`src/rtl/dss_pkg.sv`:
```
// ----------------------------------------------------------------------------
// dss_pkg
// types and constants shared by the drum step sequencer modules
// ----------------------------------------------------------------------------
package dss_pkg;

  localparam int unsigned DEN_W      = 25;
  localparam int unsigned STEP_W     = 9;
  localparam int unsigned OFF_W      = 12;
  localparam int unsigned CFG_W      = 10;
  localparam int unsigned FRAMES_BPM = 15360;

  localparam logic [12:0] CHUNK_LIMIT  = 13'd4096;
  localparam logic [6:0]  VEL_MAX      = 7'd127;
  localparam logic [4:0]  BPB_DEFAULT  = 5'd4;
  localparam logic [9:0]  VOLUME_RESET = 10'd256;
  localparam logic [6:0]  SPB_RESET    = 7'd16;
  localparam logic [4:0]  BPB_RESET    = 5'd4;

  typedef enum logic [1:0] {
    OP_TICK  = 2'd0,
    OP_CLIP  = 2'd1,
    OP_HIT   = 2'd2,
    OP_CLEAR = 2'd3
  } opcode_e;

  typedef enum logic [1:0] {
    REG_VOLUME = 2'd0,
    REG_MUTE   = 2'd1,
    REG_SPB    = 2'd2,
    REG_BPB    = 2'd3
  } cfg_reg_e;

  typedef enum logic [1:0] {
    SEL_TPF = 2'd0,
    SEL_CUR = 2'd1,
    SEL_SF  = 2'd2
  } arith_sel_e;

  typedef struct packed {
    logic       mul_go;
    logic       div_go;
    arith_sel_e sel;
    logic       save_tpf;
    logic       save_cur;
    logic       save_off;
    logic       step_init;
    logic       step_inc;
    logic       upd_last;
    logic       hit_rd;
    logic       hit_ev;
    logic       emit_final;
  } dss_cmd_t;

  typedef struct packed {
    logic silent;
    logic arith_done;
    logic clip_live;
    logic pos_ok;
    logic cur_new;
    logic step_last;
    logic ev_wait;
    logic out_free;
  } dss_sts_t;

endpackage

```
`src/rtl/dss_ctrl.sv`:
```
// ----------------------------------------------------------------------------
// dss_ctrl
// sequencer walking clips, fired steps and hit entries of one tick
// ----------------------------------------------------------------------------
module dss_ctrl #(
  parameter int unsigned MAX_CLIPS     = 4,
  parameter int unsigned HITS_PER_CLIP = 32,
  localparam int unsigned ClipW = MAX_CLIPS > 1 ? $clog2(MAX_CLIPS) : 1,
  localparam int unsigned HitW  = HITS_PER_CLIP > 1 ? $clog2(HITS_PER_CLIP) : 1
) (
  input  logic              clk_i,
  input  logic              rst_ni,
  input  logic              in_valid_i,
  input  dss_pkg::opcode_e  opcode_i,
  output logic              in_stall_o,
  output logic              accept_o,
  input  dss_pkg::dss_sts_t sts_i,
  output dss_pkg::dss_cmd_t cmd_o,
  output logic [ClipW-1:0]  clip_sel_o,
  output logic [HitW-1:0]   hit_sel_o
);
  import dss_pkg::*;

  typedef enum logic [16:0] {
    S_IDLE  = 17'b00000000000000001,
    S_START = 17'b00000000000000010,
    S_CLIP  = 17'b00000000000000100,
    S_TMUL  = 17'b00000000000001000,
    S_TDIV  = 17'b00000000000010000,
    S_CHK   = 17'b00000000000100000,
    S_CMUL  = 17'b00000000001000000,
    S_CDIV  = 17'b00000000010000000,
    S_CMP   = 17'b00000000100000000,
    S_SGO   = 17'b00000001000000000,
    S_SMUL  = 17'b00000010000000000,
    S_SDIV  = 17'b00000100000000000,
    S_HRD   = 17'b00001000000000000,
    S_HEV   = 17'b00010000000000000,
    S_NSTEP = 17'b00100000000000000,
    S_NCLIP = 17'b01000000000000000,
    S_FIN   = 17'b10000000000000000
  } state_e;

  state_e           state_q, state_d;
  logic [ClipW-1:0] clip_q, clip_d;
  logic [HitW-1:0]  hit_q, hit_d;

  assign in_stall_o = state_q != S_IDLE;
  assign accept_o   = in_valid_i && (state_q == S_IDLE);
  assign clip_sel_o = clip_q;
  assign hit_sel_o  = hit_q;

  always_comb begin
    state_d = state_q;
    clip_d  = clip_q;
    hit_d   = hit_q;
    cmd_o   = '0;
    unique case (state_q)
      S_IDLE: begin
        if (in_valid_i && opcode_i == OP_TICK) state_d = S_START;
      end
      S_START: begin
        clip_d  = '0;
        state_d = sts_i.silent ? S_FIN : S_CLIP;
      end
      S_CLIP: begin
        if (sts_i.clip_live) begin
          cmd_o.mul_go = 1'b1;
          cmd_o.sel    = SEL_TPF;
          state_d      = S_TMUL;
        end else begin
          state_d = S_NCLIP;
        end
      end
      S_TMUL: begin
        cmd_o.sel = SEL_TPF;
        if (sts_i.arith_done) begin
          cmd_o.div_go = 1'b1;
          state_d      = S_TDIV;
        end
      end
      S_TDIV: begin
        if (sts_i.arith_done) begin
          cmd_o.save_tpf = 1'b1;
          state_d        = S_CHK;
        end
      end
      S_CHK: begin
        if (sts_i.pos_ok) begin
          cmd_o.mul_go = 1'b1;
          cmd_o.sel    = SEL_CUR;
          state_d      = S_CMUL;
        end else begin
          state_d = S_NCLIP;
        end
      end
      S_CMUL: begin
        cmd_o.sel = SEL_CUR;
        if (sts_i.arith_done) begin
          cmd_o.div_go = 1'b1;
          state_d      = S_CDIV;
        end
      end
      S_CDIV: begin
        if (sts_i.arith_done) begin
          cmd_o.save_cur = 1'b1;
          state_d        = S_CMP;
        end
      end
      S_CMP: begin
        if (sts_i.cur_new) begin
          cmd_o.step_init = 1'b1;
          state_d         = S_SGO;
        end else begin
          state_d = S_NCLIP;
        end
      end
      S_SGO: begin
        cmd_o.mul_go = 1'b1;
        cmd_o.sel    = SEL_SF;
        state_d      = S_SMUL;
      end
      S_SMUL: begin
        cmd_o.sel = SEL_SF;
        if (sts_i.arith_done) begin
          cmd_o.div_go = 1'b1;
          state_d      = S_SDIV;
        end
      end
      S_SDIV: begin
        if (sts_i.arith_done) begin
          cmd_o.save_off = 1'b1;
          hit_d          = '0;
          state_d        = S_HRD;
        end
      end
      S_HRD: begin
        cmd_o.hit_rd = 1'b1;
        state_d      = S_HEV;
      end
      S_HEV: begin
        cmd_o.hit_ev = 1'b1;
        if (!sts_i.ev_wait) begin
          if (hit_q == HitW'(HITS_PER_CLIP - 1)) begin
            state_d = S_NSTEP;
          end else begin
            hit_d   = hit_q + 1'b1;
            state_d = S_HRD;
          end
        end
      end
      S_NSTEP: begin
        if (sts_i.step_last) begin
          cmd_o.upd_last = 1'b1;
          state_d        = S_NCLIP;
        end else begin
          cmd_o.step_inc = 1'b1;
          state_d        = S_SGO;
        end
      end
      S_NCLIP: begin
        if (clip_q == ClipW'(MAX_CLIPS - 1)) begin
          state_d = S_FIN;
        end else begin
          clip_d  = clip_q + 1'b1;
          state_d = S_CLIP;
        end
      end
      S_FIN: begin
        if (sts_i.out_free) begin
          cmd_o.emit_final = 1'b1;
          state_d          = S_IDLE;
        end
      end
      default: begin
        state_d = S_IDLE;
      end
    endcase
  end

  always_ff @(posedge clk_i or negedge rst_ni) begin
    if (!rst_ni) begin
      state_q <= S_IDLE;
      clip_q  <= '0;
      hit_q   <= '0;
    end else begin
      state_q <= state_d;
      clip_q  <= clip_d;
      hit_q   <= hit_d;
    end
  end

endmodule

```
`config.mk`:
```
export PLATFORM = sky130hd
export DESIGN_NAME = dss_ctrl
export DESIGN_NICKNAME = d
export VERILOG_FILES = /design/src/rtl/dss_pkg.sv /design/src/rtl/dss_ctrl.sv
export SDC_FILE = /design/constraint.sdc
export NUM_CORES = 1
export LEC_CHECK = 0
export ABC_AREA = 1
export BUFFER_PORTS_ARGS = -buffer_cell sky130_fd_sc_hd__buf_4
export CAP_MARGIN = 20
export CELL_PAD_IN_SITES_DETAIL_PLACEMENT = 1
export CELL_PAD_IN_SITES_GLOBAL_PLACEMENT = 1
export CORE_MARGIN = 1
export CORE_UTILIZATION = 39
export CTS_CLUSTER_DIAMETER = 40
export CTS_CLUSTER_SIZE = 12
export DETAILED_ROUTE_END_ITERATION = 10
export GPL_ROUTABILITY_DRIVEN = 0
export PLACE_DENSITY = 0.9
export SLEW_MARGIN = 20
export SYNTH_ARGS = -nofsm -noshare
export SYNTH_HDL_FRONTEND = slang
export SYNTH_SLANG_ARGS = --single-unit
```
`constraint.sdc`:
```
create_clock -name clk_i -period 2.09 [get_ports clk_i]
set_input_delay 0.209 -clock clk_i [delete_from_list [all_inputs] [get_ports clk_i]]
set_output_delay 0.209 -clock clk_i [all_outputs]
set_load 0.02 [all_outputs]
```
Yosys cells after proc, flatten, opt, wreduce, memory -nomap -nowiden:

Index checks and enable logic that the tools add are counted.
Widths: inputs -> output; s select.

* reduce and logical (&&, ||, !) cells: 10
* equal/unequal tests: 31
* mux-type cells: 42
* add/sub/neg operators: 2

Operators by type and width (count)
* $pmux 17 s17: 1
* $mux 17: 11
* $mux 16: 4
* $ne 2x2->1 const B: 10
* $eq 17x1->1 const B: 1
* $eq 17x10->1 const B: 1
* $eq 17x11->1 const B: 1
* $eq 17x12->1 const B: 1
* $eq 17x13->1 const B: 1
* $eq 17x14->1 const B: 1
* $eq 17x15->1 const B: 1
* $eq 17x16->1 const B: 1
* $eq 17x17->1 const B: 1
* $eq 17x2->1 const B: 1
* $eq 17x3->1 const B: 1
* $eq 17x4->1 const B: 1
* $eq 17x5->1 const B: 1
* $eq 17x6->1 const B: 1
* $eq 17x7->1 const B: 1
* $eq 17x8->1 const B: 1
* $eq 17x9->1 const B: 1
* $ne 17x1->1 const B: 1
* $mux 1: 16
* $mux 15: 1
* 19 further kinds: 24

* output and inout port bits: 22
* bits in registers: 24
* input port bits: 13

Longest topological paths before layout:

* word-level depth: 4
* mapped depth: 12

Worst setup path before layout:

No wires, ideal clock.

* kind: reg-to-reg
* from: register state_q[7]
* to: register state_q[15]
* period minus slack after synthesis: 1677 ps
* required time: 2000 ps
* stages on the path, launching flop included: 9
* setup time: 90 ps
* arrival time: 1587 ps
* path slack: 413 ps
* path through: dfrtp_1 -> nor2_4 -> nand2_2 -> nor2_4 -> buf_6 -> nand4_1 -> nor2_1 -> nor2_1 -> o221ai_1

* cells in the longest elaborated chain, start to end: 3

RTL lines
* start: declaration: RTL line dss_ctrl.sv:44 `state_e state_q, state_d;`
* start signal: assignment: RTL line dss_ctrl.sv:187 `state_q <= state_d;`
* $eq 17x1->1, or another cell as far along: RTL line dss_ctrl.sv:58 `unique case (state_q)`
* $ne 2x1->1 (no line) / $ne 2x2->1 (equally long branches)
* $reduce_and 9->1 (no line)

Parallel ways exist; a longest one is shown, timed or not.
A chain may end at the register's enable or synchronous reset.

==> results.yml <==
timing:
  setup_tns_ps: 0
  finClkSkew_ps: 11.7
  slew_headroom: 0.769
  maxClockFrequency_ghz: 0.496
  report.final.slew_viol_count: 0
  worstMarginPinSlew_ps: 344
  finalSetupViolations: 0
  finalWorstSetupSlack_ps: 75.8
  fin_crit_sh: 0.964
  rsz0062_at_grt: "no"
  post-route-min-period_ps: 2010
  finalHoldViolCount: 0
floorplanning:
  die_area_um2: 4720
  die_x_um: 68.7
  die_h_um: 68.7
  start_util: 0.418
  row_count: 23
  io_pins: 35
  fp.coreArea_um2: 4140
setup_path:
  cp.required_ps: 1880
  cp_max_fo: 6
  cp-start-kind: "register"
  critPathCaptureType: "output port"
  critPathArrivalTime_ps: 1810
  crit_type: "register to output port"
place:
  pre_cts_ws_ps: 49.3
  place_area_um2: 2030
  hpwl_um: 4060
  portBuffers: 34
  placed_cells_incl_taps: 331
grt:
  antenna_found_initial: 0
  overflow: 0
  grt_pass1_wl_um: 8960
  grt_util_all_layers: 0.261
  grt_start_max_net_pins: 25
  grt_pass1_vias: 1922
synthesis:
  synth_seq_area_share: 0.347
  syn_nets: 265
  synthDistinctLibCells: 28
  syn-instance-count: 249
  syn_area_um2: 1730
  synth_seq_cells: 24
  avgSynthCellArea_um2: 6.96
  yosys_warnings: 0
drt:
  drtPass1Iterations: 4
  wl_per_cell_um: 16.5
  top_layer_used: "met4"
  wl_met1_um: 2360
  vias: 1854
  wl_um: 5650
  wl_met2_um: 3000
  routed_via_density: 5.41
  antenna_left: 0
  drc: 0
  drtIter0Drc: 103
  dr_wl_met3_um: 196
final_layout:
  diodes: 0
  final_cell_mix: "nor2_1 (48), nand2_1 (48), buf_4 (41)"
  drive_above_1_share: 0.300
  finish.instance_area_um2: 2200
  area_delta_synth_final_pct: 27.1
  nets: 310
  fin_cells: 343
hold_path:
  hold_class: "input port to register"
job:
  drv_cap: 0
clock_tree:
  cts_sinks: 24
  cts_buffers: 3
  clockBufferDepth: 2
  clk_latency_ps: 280
  cts_tree: "done"
  htree_levels: 1
  cts.clk_slew.worst_paths_ps: 100
  root_buffer: "clkbuf_8"
power:
  leakagePower_nw: 1.29
  cellPowerDensity_nw_per_um2: 771
  vdd_drop_max_mv: 0.548
  p_total_mw: 1.70
run_status:
  status: "completed"
==> through the flow <==
| stage | hold WS, ps | util |
|---|---|---|
| 2_1_floorplan | -86.6 | - |
| 3_3_place_gp | 138 | 0.490 |
| 3_5_place_dp | 137 | 0.490 |
| 4_1_cts | 135 | 0.526 |
| 5_1_grt | 143 | 0.532 |
| 6_report | 137 | 0.532 |
==> registers in the layout, summed over array words and instances (netlist names) <==
register,count
clip_sel_o,2
state_q,17
hit_sel_o,5
==> critical path: stages (launching register included) <==
cell,delay [ps]
dfrtp_1,440
nor2_2,190
nand2_2,120
nor2_4,190
nand4_1,230
nor2_2,180
buf_4,160
==> kinds of logic after synthesis <==
group | synth area share
fa+ha+maj | 0.0216
compound gates | 0.0447
xor+xnor | 0.00505
simple gates | 0.473
buf+inv | 0.108
flops | 0.347
==> report_power, final <==
part / switching, mW / leakage [nW] / internal (mW)
registers: 0.0414 / 0.326 / 0.508
logic: 0.484 / 0.927 / 0.235
clock network: 0.174 / 0.0357 / 0.257
total: 0.699 / 1.29 / 1.00
==> metal layers <==
metal / global-route usage / up-vias
met3: 0.0362 / 15
met1: 0.313 / 906
li1: - / 877
met5: 0 / -
met2: 0.474 / 56
met4: 0.0859 / 0
==> cell type report <==
| type | count | area (um^2) |
|---|---|---|
| fillers | 562 | 1940 |
| multi-input cells | 180 | 970 |
| well taps | 50 | 62.6 |
| flip-flops and latches | 24 | 603 |
| clock inverters | 1 | 30.0 |
| inverters | 42 | 160 |
| repair buffers | 43 | 338 |
| clock buffers | 3 | 41.3 |
==> repair_timing <==
action                                  4_1_cts  5_1_grt
setup buffers                                 7        0
pin swaps                                     3        1
hold endpoints to repair                     23        0
hold buffers                                  1        0
gates resized for setup                       1       10
endpoints found under the setup margin        9       17
==> worst paths after layout <==
kind	from	to	slack (ps)	cells after the start
setup / recovery	state_q[2]	cmd_o[3]	80	6
hold / removal	sts_i[2]	state_q[9]	140	2
setup reg to reg	state_q[2]	state_q[3]	180	12
hold reg to reg	clip_sel_o[1]	clip_sel_o[1]	540	2
max in group asynchronous	rst_ni	state_q[0]	1430	2
min in group asynchronous	rst_ni	state_q[1]	370	2
==> cell usage after synthesis (all sizes together) <==
cell type	instances	area (um^2)
inv	42	158
o22ai	1	6.26
o21ai	8	55.1
ha	3	37.5
nand4	8	50.1
o31ai	1	7.51
nand3	33	220
or2	1	6.26
nor2	62	280
nand2	55	226
buf	3	30.0
nand3b	2	15.0
o221ai	1	8.76
dfstp	1	26.3
xor2	1	8.76
dfrtp	23	576
nor3	3	15.0
nor3b	1	7.51
(Power assumes the default switching activity.)
